**config.mk**
```make
export PLATFORM = sky130hd
export DESIGN_NAME = bit_aligned_pattern_search_top
export DESIGN_NICKNAME = d
export VERILOG_FILES = /design/src/rtl/bas_pkg.sv /design/src/rtl/bas_match.sv /design/src/rtl/bas_emit.sv /design/src/rtl/bit_aligned_pattern_search_top.sv
export SDC_FILE = /design/constraint.sdc
export NUM_CORES = 1
export LEC_CHECK = 0
export BUFFER_PORTS_ARGS = -buffer_cell sky130_fd_sc_hd__buf_4
export CAP_MARGIN = 25
export CORE_ASPECT_RATIO = 2
export CORE_MARGIN = 1.5
export CORE_UTILIZATION = 30
export DETAILED_ROUTE_END_ITERATION = 10
export HOLD_SLACK_MARGIN = 0.06
export PLACE_DENSITY = 0.46
export SLEW_MARGIN = 20
export SYNTH_ARGS = -nofsm -noshare
export SYNTH_HDL_FRONTEND = slang
export SYNTH_HIERARCHICAL = 1
export SYNTH_SLANG_ARGS = --single-unit
```
**constraint.sdc**
```tcl
create_clock -name aclk -period 10.55 [get_ports aclk]
set_clock_uncertainty 0.15 [all_clocks]
set_input_delay 1.055 -clock aclk [delete_from_list [all_inputs] [get_ports aclk]]
set_output_delay 1.055 -clock aclk [all_outputs]
set_load 0.02 [all_outputs]
```
**src/rtl/bas_pkg.sv**
```systemverilog
`timescale 1ns / 1ps

package bas_pkg;

    // Fixed field widths
    localparam int DATA_W    = 8;
    localparam int PATTERN_W = 16;
    localparam int OUT_POS_W = 32;
    localparam int OFFSET_W  = 3;

    // Configuration port
    localparam int CFG_INDEX_W = 8;
    localparam int CFG_DATA_W  = 32;

    localparam logic [CFG_INDEX_W-1:0] REG_PATTERN       = CFG_INDEX_W'(0);
    localparam logic [CFG_INDEX_W-1:0] REG_POSITION_BASE = CFG_INDEX_W'(1);

    localparam logic [PATTERN_W-1:0] PATTERN_RESET = 16'h787E;

    localparam int POSITION_BITS_DEFAULT = 32;

    // Checks per byte: eight window offsets plus the end-of-stream check
    localparam int NUM_CHECKS = 9;
    localparam int EOS_CHECK  = 8;

    // Hits of one byte, waiting to be sent out one at a time
    typedef struct packed {
        logic [NUM_CHECKS-1:0] mask;    // bit j: window offset j, top bit: final check
        logic [OUT_POS_W-1:0]  pos_win; // position of window hits
        logic [OUT_POS_W-1:0]  pos_eos; // position of the final-pair hit
    } hit_t;

endpackage

```
**src/rtl/bas_match.sv**
```systemverilog
`timescale 1ns / 1ps

module bas_match #(
    parameter int POSITION_BITS = bas_pkg::POSITION_BITS_DEFAULT
) (
    input  logic [bas_pkg::DATA_W-1:0]     data_byte,
    input  logic                           end_of_stream,
    input  logic [bas_pkg::DATA_W-1:0]     older_byte,
    input  logic [bas_pkg::DATA_W-1:0]     newer_byte,
    input  logic [((POSITION_BITS < 32) ? POSITION_BITS : 32)-1:0] byte_count,
    input  logic [bas_pkg::PATTERN_W-1:0]  pattern,
    input  logic [bas_pkg::OUT_POS_W-1:0]  position_base,
    output bas_pkg::hit_t                  hit
);

    localparam int CW = (POSITION_BITS < 32) ? POSITION_BITS : 32;
    localparam int LW = (POSITION_BITS < 33) ? POSITION_BITS : 33;
    // Largest reportable position, seen in the 33-bit sum
    localparam logic [32:0] POS_LIMIT = {33{1'b1}} >> (33 - LW);

    // base + index, clamped to the position range, low 32 bits kept
    function automatic logic [31:0] sat_pos(input logic [31:0] base,
                                            input logic [CW-1:0] idx);
        logic [32:0] sum;
        sum = {1'b0, base} + 33'(idx);
        if (sum > POS_LIMIT) begin
            return POS_LIMIT[31:0];
        end else begin
            return sum[31:0];
        end
    endfunction

    logic [3*bas_pkg::DATA_W-1:0] window;
    logic                         have_two;
    logic                         have_one;

    assign window   = {older_byte, newer_byte, data_byte};
    assign have_two = (byte_count[CW-1:1] != '0);
    assign have_one = (byte_count != '0);

    // Eight fixed comparators plus the final-pair check
    always_comb begin
        for (int j = 0; j < 8; j++) begin
            hit.mask[j] = have_two && (window[23-j -: 16] == pattern);
        end
        hit.mask[bas_pkg::EOS_CHECK] = end_of_stream && have_one &&
                                       ({newer_byte, data_byte} == pattern);
        hit.pos_win = sat_pos(position_base, CW'(byte_count - CW'(2)));
        hit.pos_eos = sat_pos(position_base, CW'(byte_count - CW'(1)));
    end

endmodule

```
**src/rtl/bas_emit.sv**
```systemverilog
`timescale 1ns / 1ps

module bas_emit (
    input  logic                          aclk,
    input  logic                          aresetn,
    input  logic                          in_load,
    input  bas_pkg::hit_t                 in_hit,
    output logic                          in_ready,
    output logic                          m_valid,
    input  logic                          m_ready,
    output logic [bas_pkg::OUT_POS_W-1:0] m_match_position,
    output logic [bas_pkg::OFFSET_W-1:0]  m_bit_offset,
    output logic                          m_last_result
);

    bas_pkg::hit_t hit_reg, hit_next;

    logic                          m_valid_reg, m_valid_next;
    logic [bas_pkg::OUT_POS_W-1:0] pos_reg, pos_next;
    logic [bas_pkg::OFFSET_W-1:0]  off_reg, off_next;
    logic                          last_reg, last_next;

    logic [bas_pkg::NUM_CHECKS-1:0] pick;
    logic [bas_pkg::NUM_CHECKS-1:0] rest;
    logic [bas_pkg::OFFSET_W-1:0]   pick_off;
    logic                           drain;

    // Lowest pending hit goes first
    always_comb begin
        pick     = hit_reg.mask & (~hit_reg.mask + 1'b1);
        rest     = hit_reg.mask & ~pick;
        pick_off = '0;
        for (int j = 0; j < 8; j++) begin
            if (pick[j]) begin
                pick_off = pick_off | bas_pkg::OFFSET_W'(j);
            end
        end
        drain    = (hit_reg.mask != '0) && (!m_valid_reg || m_ready);
        in_ready = (hit_reg.mask == '0) || (drain && rest == '0);
    end

    // Next pending hits and output register
    always_comb begin
        hit_next     = hit_reg;
        m_valid_next = m_valid_reg;
        pos_next     = pos_reg;
        off_next     = off_reg;
        last_next    = last_reg;
        if (drain) begin
            hit_next.mask = rest;
            m_valid_next  = 1'b1;
            pos_next      = pick[bas_pkg::EOS_CHECK] ? hit_reg.pos_eos : hit_reg.pos_win;
            off_next      = pick_off;
            last_next     = (rest == '0);
        end else if (m_ready) begin
            m_valid_next = 1'b0;
        end
        if (in_load) begin
            hit_next = in_hit;
        end
    end

    always_ff @(posedge aclk) begin
        if (!aresetn) begin
            hit_reg.mask <= '0;
            m_valid_reg  <= 1'b0;
        end else begin
            hit_reg.mask <= hit_next.mask;
            m_valid_reg  <= m_valid_next;
        end
        hit_reg.pos_win <= hit_next.pos_win;
        hit_reg.pos_eos <= hit_next.pos_eos;
        pos_reg         <= pos_next;
        off_reg         <= off_next;
        last_reg        <= last_next;
    end

    assign m_valid          = m_valid_reg;
    assign m_match_position = pos_reg;
    assign m_bit_offset     = off_reg;
    assign m_last_result    = last_reg;

endmodule

```
**src/rtl/bit_aligned_pattern_search_top.sv**
```systemverilog
// Finds a 16-bit pattern at any bit alignment in a byte stream. Each byte taken on
// the s_ channel is checked at offsets 0..7 against the two bytes before it (once
// two earlier bytes exist), and on an end-of-stream byte the final two bytes are
// checked at offset 0 too. Every hit comes out on the m_ channel as one item with
// its byte position (position_base plus index, clamped to POSITION_BITS) and bit
// offset, window hits by ascending offset, then the final pair, last_result on the last.
// Hits leave one per cycle through a single output register while m_ready is
// held, so bytes with zero or one hit stream at one per clock; hits wait in a
// pending register first. The user writes registers through cfg_* (index 0
// pattern, 1 position_base) only while idle; the block does not enforce it.
`timescale 1ns / 1ps

module bit_aligned_pattern_search_top #(
    parameter int POSITION_BITS = bas_pkg::POSITION_BITS_DEFAULT
) (
    input  logic                             aclk,
    input  logic                             aresetn,

    input  logic                             cfg_valid,
    output logic                             cfg_ready,
    input  logic [bas_pkg::CFG_INDEX_W-1:0]  cfg_index,
    input  logic [bas_pkg::CFG_DATA_W-1:0]   cfg_data,

    input  logic                             s_valid,
    output logic                             s_ready,
    input  logic [bas_pkg::DATA_W-1:0]       s_data_byte,
    input  logic                             s_end_of_stream,

    output logic                             m_valid,
    input  logic                             m_ready,
    output logic [bas_pkg::OUT_POS_W-1:0]    m_match_position,
    output logic [bas_pkg::OFFSET_W-1:0]     m_bit_offset,
    output logic                             m_last_result
);

    localparam int CW = (POSITION_BITS < 32) ? POSITION_BITS : 32;

    logic [bas_pkg::PATTERN_W-1:0] pattern_reg;
    logic [bas_pkg::OUT_POS_W-1:0] base_reg;
    logic [bas_pkg::DATA_W-1:0]    older_reg, older_next;
    logic [bas_pkg::DATA_W-1:0]    newer_reg, newer_next;
    logic [CW-1:0]                 count_reg, count_next;

    bas_pkg::hit_t hit;
    logic          accept;

    assign cfg_ready = 1'b1;
    assign accept    = s_valid && s_ready;

    // Configuration registers
    always_ff @(posedge aclk) begin
        if (!aresetn) begin
            pattern_reg <= bas_pkg::PATTERN_RESET;
            base_reg    <= '0;
        end else if (cfg_valid) begin
            case (cfg_index)
                bas_pkg::REG_PATTERN:       pattern_reg <= cfg_data[bas_pkg::PATTERN_W-1:0];
                bas_pkg::REG_POSITION_BASE: base_reg    <= cfg_data[bas_pkg::OUT_POS_W-1:0];
                default: ;
            endcase
        end
    end

    // Byte history and saturating byte count; end of stream starts over
    always_comb begin
        older_next = older_reg;
        newer_next = newer_reg;
        count_next = count_reg;
        if (accept) begin
            if (s_end_of_stream) begin
                older_next = '0;
                newer_next = '0;
                count_next = '0;
            end else begin
                older_next = newer_reg;
                newer_next = s_data_byte;
                if (!(&count_reg)) begin
                    count_next = count_reg + 1'b1;
                end
            end
        end
    end

    always_ff @(posedge aclk) begin
        if (!aresetn) begin
            older_reg <= '0;
            newer_reg <= '0;
            count_reg <= '0;
        end else begin
            older_reg <= older_next;
            newer_reg <= newer_next;
            count_reg <= count_next;
        end
    end

    bas_match #(
        .POSITION_BITS (POSITION_BITS)
    ) u_match (
        .data_byte     (s_data_byte),
        .end_of_stream (s_end_of_stream),
        .older_byte    (older_reg),
        .newer_byte    (newer_reg),
        .byte_count    (count_reg),
        .pattern       (pattern_reg),
        .position_base (base_reg),
        .hit           (hit)
    );

    bas_emit u_emit (
        .aclk             (aclk),
        .aresetn          (aresetn),
        .in_load          (accept),
        .in_hit           (hit),
        .in_ready         (s_ready),
        .m_valid          (m_valid),
        .m_ready          (m_ready),
        .m_match_position (m_match_position),
        .m_bit_offset     (m_bit_offset),
        .m_last_result    (m_last_result)
    );

endmodule

```
# Word-level counts from Yosys, hierarchy flattened
# Cells that the tools add are included.
[classes]
addsub = 6
order_cmp = 2
eq_ne = 11
n_mux = 15
bitwise = 4
reduce_logical = 30
[ops]
columns = ["cell", "count"]
rows = [
  ["32-bit 2-to-1 mux", 5],
  ["16-bit == test", 9],
  ["73-bit 2-to-1 mux", 1],
  ["32-bit by 32-bit adder with 33-bit output", 2],
  ["33-bit by 32-bit greater-than comparator with 1-bit output (second input constant)", 2],
  ["32-bit by 1-bit adder with 32-bit output (second input constant)", 1],
  ["32-bit AND reduction", 1],
  ["32-bit nonzero test", 1],
  ["32-bit by 1-bit subtractor with 32-bit output (second input constant)", 1],
  ["32-bit by 2-bit subtractor with 32-bit output (second input constant)", 1],
  ["31-bit nonzero test", 1],
  ["9-bit AND", 2],
  ["9-bit logical NOT", 2],
  ["9-bit NOT", 2],
  ["8-bit 2-to-1 mux", 2],
  ["1-bit logical AND", 13],
  ["9-bit by 1-bit adder with 9-bit output (second input constant)", 1],
  ["9-bit 2-to-1 mux", 1],
  ["9-bit nonzero test", 1],
  ["8-bit by 1-bit == test with 1-bit output (second input constant)", 1],
  ["8-bit logical NOT", 1],
  ["2-bit AND reduction", 3],
  ["1-bit 2-to-1 mux", 4],
  ["2-bit 2-to-1 mux", 2],
  ["6 further kinds", 8],
]
[word_totals]
register_bits = 206
input_bits = 54
out_inout_bits = 39

# Logic depth before layout (Yosys ltp)
[depth]
ltp_word = 10
depth_mapped = 20

# Hierarchy
# The synthesis kept the hierarchy.
[by_module_without_submodules]
columns = ["mod", "instances", "cells_per_inst", "area_each_um2", "seq_area_each_um2"]
rows = [
  ["bas_match", 1, 986, 6671.4, 0.0],
  ["bit_aligned_pattern_search_top", 1, 514, 4221.5, 1921.8],
  ["bas_emit", 1, 227, 4115.2, 3203.1],
]

# Worst setup path after synthesis
# Ideal clock, no wire load.
[synth_path]
kind = "input to register"
from = "input m_ready"
to = "register u_emit/hit_reg[64] (netlist bit)"
arrival_time_ps = 5252
required_ps = 10285
setup_slack_ps = 5033
stages = 11
n_path_buf = 4
path_cell_list = "nor2b_1 -> clkbuf_1 -> o31ai_1 -> a21boi_0 -> nand2_1 -> inv_1 -> clkbuf_1 -> clkbuf_1 -> clkbuf_1 -> o21ai_0 -> and2_1"
[synth_via]
elab_chain_len = 6
elab_cells_between_ends = 7
cone_classes = "mux: 1; reduce/logical: 6"
[synth_rtl]
columns = ["element", "line", "source"]
rows = [
  ["start, declared", "bit_aligned_pattern_search_top.sv:30", "input logic m_ready,"],
  ["1-bit logical OR *", "bas_emit.sv:38", "drain = (hit_reg.mask != '0) && (!m_valid_reg || m_ready);"],
  ["1-bit logical AND *", "bas_emit.sv:38", ""],
  ["1-bit logical AND *", "bas_emit.sv:39", "in_ready = (hit_reg.mask == '0) || (drain && rest == '0);"],
  ["1-bit logical OR *", "bas_emit.sv:39", ""],
  ["named net s_ready", "bit_aligned_pattern_search_top.sv:25", "output logic s_ready,"],
  ["1-bit logical AND *", "bit_aligned_pattern_search_top.sv:48", "assign accept = s_valid && s_ready;"],
  ["named net accept", "bit_aligned_pattern_search_top.sv:45", "logic accept;"],
  ["73-bit 2-to-1 mux or 2-bit nonzero test (tied branches)", "--", ""],
  ["end, declared", "bas_emit.sv:16", "bas_pkg::hit_t hit_reg, hit_next;"],
]
# The timed path passes the listed nets; every way through them passes the cells marked *.
# A chain may end at the register's enable or synchronous reset.

# Worst setup path in the final report
[layout_path]
from = "register count_reg[4]"
to = "register u_emit/hit_reg[61] (netlist bit) (data pin)"
[layout_via]
elab_chain_len = 3
[layout_rtl]
columns = ["element", "line", "source"]
rows = [
  ["start, declared", "bit_aligned_pattern_search_top.sv:42", "logic [CW-1:0] count_reg, count_next;"],
  ["start signal, assigned", "bit_aligned_pattern_search_top.sv:92", "count_reg <= count_next;"],
  ["32-bit by 2-bit subtractor with 32-bit output *", "bas_match.sv:48", "hit.pos_win = sat_pos(position_base, CW'(byte_count - CW'(2)));"],
  ["32-bit by 32-bit adder with 33-bit output *", "bas_match.sv:25", "sum = {1'b0, base} + 33'(idx);"],
  ["33-bit by 32-bit greater-than comparator with 1-bit output", "bas_match.sv:26", "if (sum > POS_LIMIT) begin"],
]
# Mark *: on every way between the ends. The rest lies on a longest branch, timed or not.

==> results.md <==
* Worst-margin pin slew at 1020 ps
* Hold endpoint: count_reg[0]
* Num CTS Buffers at 22
* Total Routing Usage GR at between 10% and 20%
* Fin crit period at roughly 5400 ps
* CTS sink cnt at just over 200
* Largest delay contributor family on the critical path: simple AND/OR/NAND/NOR gates
* Number of distinct library cells after synthesis at 80
* Post-synthesis sequential area ratio at about 34%
* Top-area cell type share of the netlist area at between 20% and 30%
* FF+latch count, synth at approximately 210
* HPWL after detailed placement at about 40000 microns
* DRC Markers at 0
* Post-synth EDFFs at 100
* # IOs at just over 90
* Synth top area cells: edfxtp_1 (20%), dfxtp_1 (14%), xor2_1 (11%)
* R2r startpoint: count_reg[4]
* WS Path Type: reg -> reg
* Post-layout util at roughly a third
* Largest net degree at the start of global routing at 75
* FP Rows at around 120
* Run status: finished, final reports clean
* Layout Nets at 1891
* Synth Warn # at 6
* Clock root buffer: clkbuf_16
* Worst skew pair latency at 540 ps
* Async set-reset flop share out of synthesis at 0%
* Clock Path Buffers at 3
* Share of cells above drive strength 1 at approximately an eighth
* Required time of the worst setup path at between 10000 and 15000 ps
* Initial Utilization at about 30%
* CP most frequent cell: nand2_1
* P per Cell Area at 111 mW/mm^2
* R2r setup slk at approximately 5200 ps
* Setup Total Neg Slack at 0 ps
* CP endpoint kind: register
* Fillers at approximately 5.1k
* H-Tree Depth at 1
* WHS Path Cells at 2
* Worst Path Arrival at 5620 ps
* Setup Buffers After CTS at 0
* Post-route ant nets at 0
* CP bufs+invs at 1
* Final non-filler cell total at ~2.4k
* Worst path max stage delay at slightly above 800 ps
* Hold Path Class: reg -> reg
* Slew margin rel. at a little under a third
* Max Cap Viol at 0
* Static leakage at between 6 and 7 nW
* Initial antenna violation count at 0
* DR WL/cell at roughly 21 microns
* Top FF cell, synth: dfxtp_1
* Post-synthesis mux area share at 3.90%
* Final count of negative-setup-slack endpoints at 0
* First element of the critical path: count_reg[4]
* Final wirelength at 51300 microns
* Hold Crit Start: count_reg[0]
* Hold-fix buffers at CTS at 0
* Achievable Freq at roughly 0.19 GHz
* Final hold vios at 0
* Post-Syn Area at roughly 0.015 sq mm
* Net Count, Synth at about 1.9k
* DR vias at 12.9k
* CP cell instances: or3_4 -> nor4_1 -> buf_4 -> nand2_1 -> nor3_1 -> xor2_1 -> ha_1 -> nand2_1 -> or4_1 -> a21oi_1 -> o21ai_1 -> a41o_1 -> o21ai_0 -> nor2_1 -> mux2i_1
* Port bufs at 91
* Number of global-route vias before repair at approximately 13k
* Reg-to-reg endpoint: u_emit/hit_reg[61]
* Routability Congestion at 0.902
* Unrepaired setup endpoints after global routing: no
* Initial drt markers at 643
* Post-synthesis simple-gate area fraction at 21.2%
* Die area at 0.0515 sq mm
* Clk slew on worst S/H paths at 70 ps
* Max reg flops at 73
* R2R depth at 15
* CP max stage cell: o21ai_0
* Largest family of logic cells by synthesized area: simple AND/OR/NAND/NOR gates
* Period utilisation layout at around half
* Global-route wire length before repair at around 80000 microns
* Synthesis-to-finish area growth at 12.9%
* DP Cell Count at between 2k and 2.5k
* Post-CTS Resized at 0
* Grt ovf at 0
* Post-Synth XOR/XNOR Area at 14.5%
* Largest fanout on the critical path at 11
* Final slew viol count at 0
* Startpoint types: register
* Adder-Cell Fraction of Synth Area at a little over 7%
* Most frequent cell after synthesis: nand2_1
* Die Ht at 319 microns
* Mapped Cells at 1727
* CTS tree: done
* Compound-gate portion of the synthesized area at approximately 15%
* Yosys top cell by area: edfxtp_1
* Core ar. at ~0.049 sq mm
* Avg Cell Area, Syn at 8.69 sq um
* Post-synth top cells: nand2_1 (224), xor2_1 (192), a21oi_1 (118), nor2_1 (118), dfxtp_1 (106)
* DRT Pass-1 Iters at 5
* Die W at about 160 microns
* Routed vias/inst at ~5.3
* Maximum vdd drop at slightly above 0.00009 V
-- worst min-delay path, cell delays in order (launching register included) --
cell	delay (ps)
dfxtp_1	320
o21ai_0	70
a21oi_1	60
-- worst max-delay path by stage --
stage	end	slack, ps	depth (start not counted)
global placement	u_emit/hit_reg[31]	5250	16
floorplan	u_emit/hit_reg[64]	5030	11
detailed placement	u_emit/hit_reg[24]	5160	16
global route	u_emit/hit_reg[4]	4820	16
CTS	u_emit/hit_reg[24]	5160	16
finish	u_emit/hit_reg[61]	5160	15
-- cells in the final DEF (no fill, tap or decap), types with 20 or more instances in the layout --
master,Yosys,final
a211oi_1,20,20
a21o_1,31,31
a21oi_1,118,118
a31oi_1,25,25
and3_1,34,34
buf_4,2,108
clkbuf_16,0,23
dfxtp_1,106,106
edfxtp_1,100,100
ha_1,80,80
inv_1,27,25
mux2_2,35,35
nand2_1,224,224
nand3_1,41,40
nand4_1,32,32
nor2_1,118,117
nor3_1,38,38
nor4_1,52,52
o21ai_0,64,64
xnor2_1,57,57
xor2_1,192,192
-- area by class of cell --
cell class	instances	area (sq um)	area share (%)
Antenna cell	1	2.50	0.0148
Clock buffer	24	579	3.42
Clock inverter	15	163	0.960
Inverter	27	103	0.606
Multi-Input combinational cell	1387	9330	55.0
Sequential cell	206	5120	30.2
Tap cell	643	805	4.75
Timing Repair Buffer	111	841	4.96
-- report_power, final --
| part | total, mW | internal [mW] | switching, mW |
|---|---|---|---|
| clock | 0.821 | 0.471 | 0.350 |
| sequential | 0.862 | 0.851 | 0.0104 |
| combinational | 0.198 | 0.0767 | 0.122 |
-- through the flow --
step                      cell area [sq um]  total power, mW  setup slack (ps)  hold WS [ps]
final                                 16900             1.88              5160           337
after floorplan                       15000             1.01              5030           290
after global routing                  16900             1.96              4820           389
after detailed placement              16200             1.08              5160           327
after global placement                16200             1.08              5250           322
after CTS                             16900             1.91              5160           337
-- metal layers --
metal | routed length (microns) | track usage (%)
met5 | 0 | 0
met4 | 3480 | 13.2
met3 | 1620 | 1.78
met1 | 18000 | 19.2
met2 | 28200 | 38.9
-- cell families (layout without fill, tap and decap cells) --
kind of cell / Yosys count / in the layout
other: 1 / 2
adders and majority gates: 84 / 84
muxes: 54 / 54
AOI/OAI and AO/OA: 358 / 358
DFF: 206 / 206
xor gates and xnor gates: 249 / 249
buffers and inverters: 134 / 177
and+or+nand+nor: 641 / 641
Note: power is estimated with default switching activity, not from simulation.
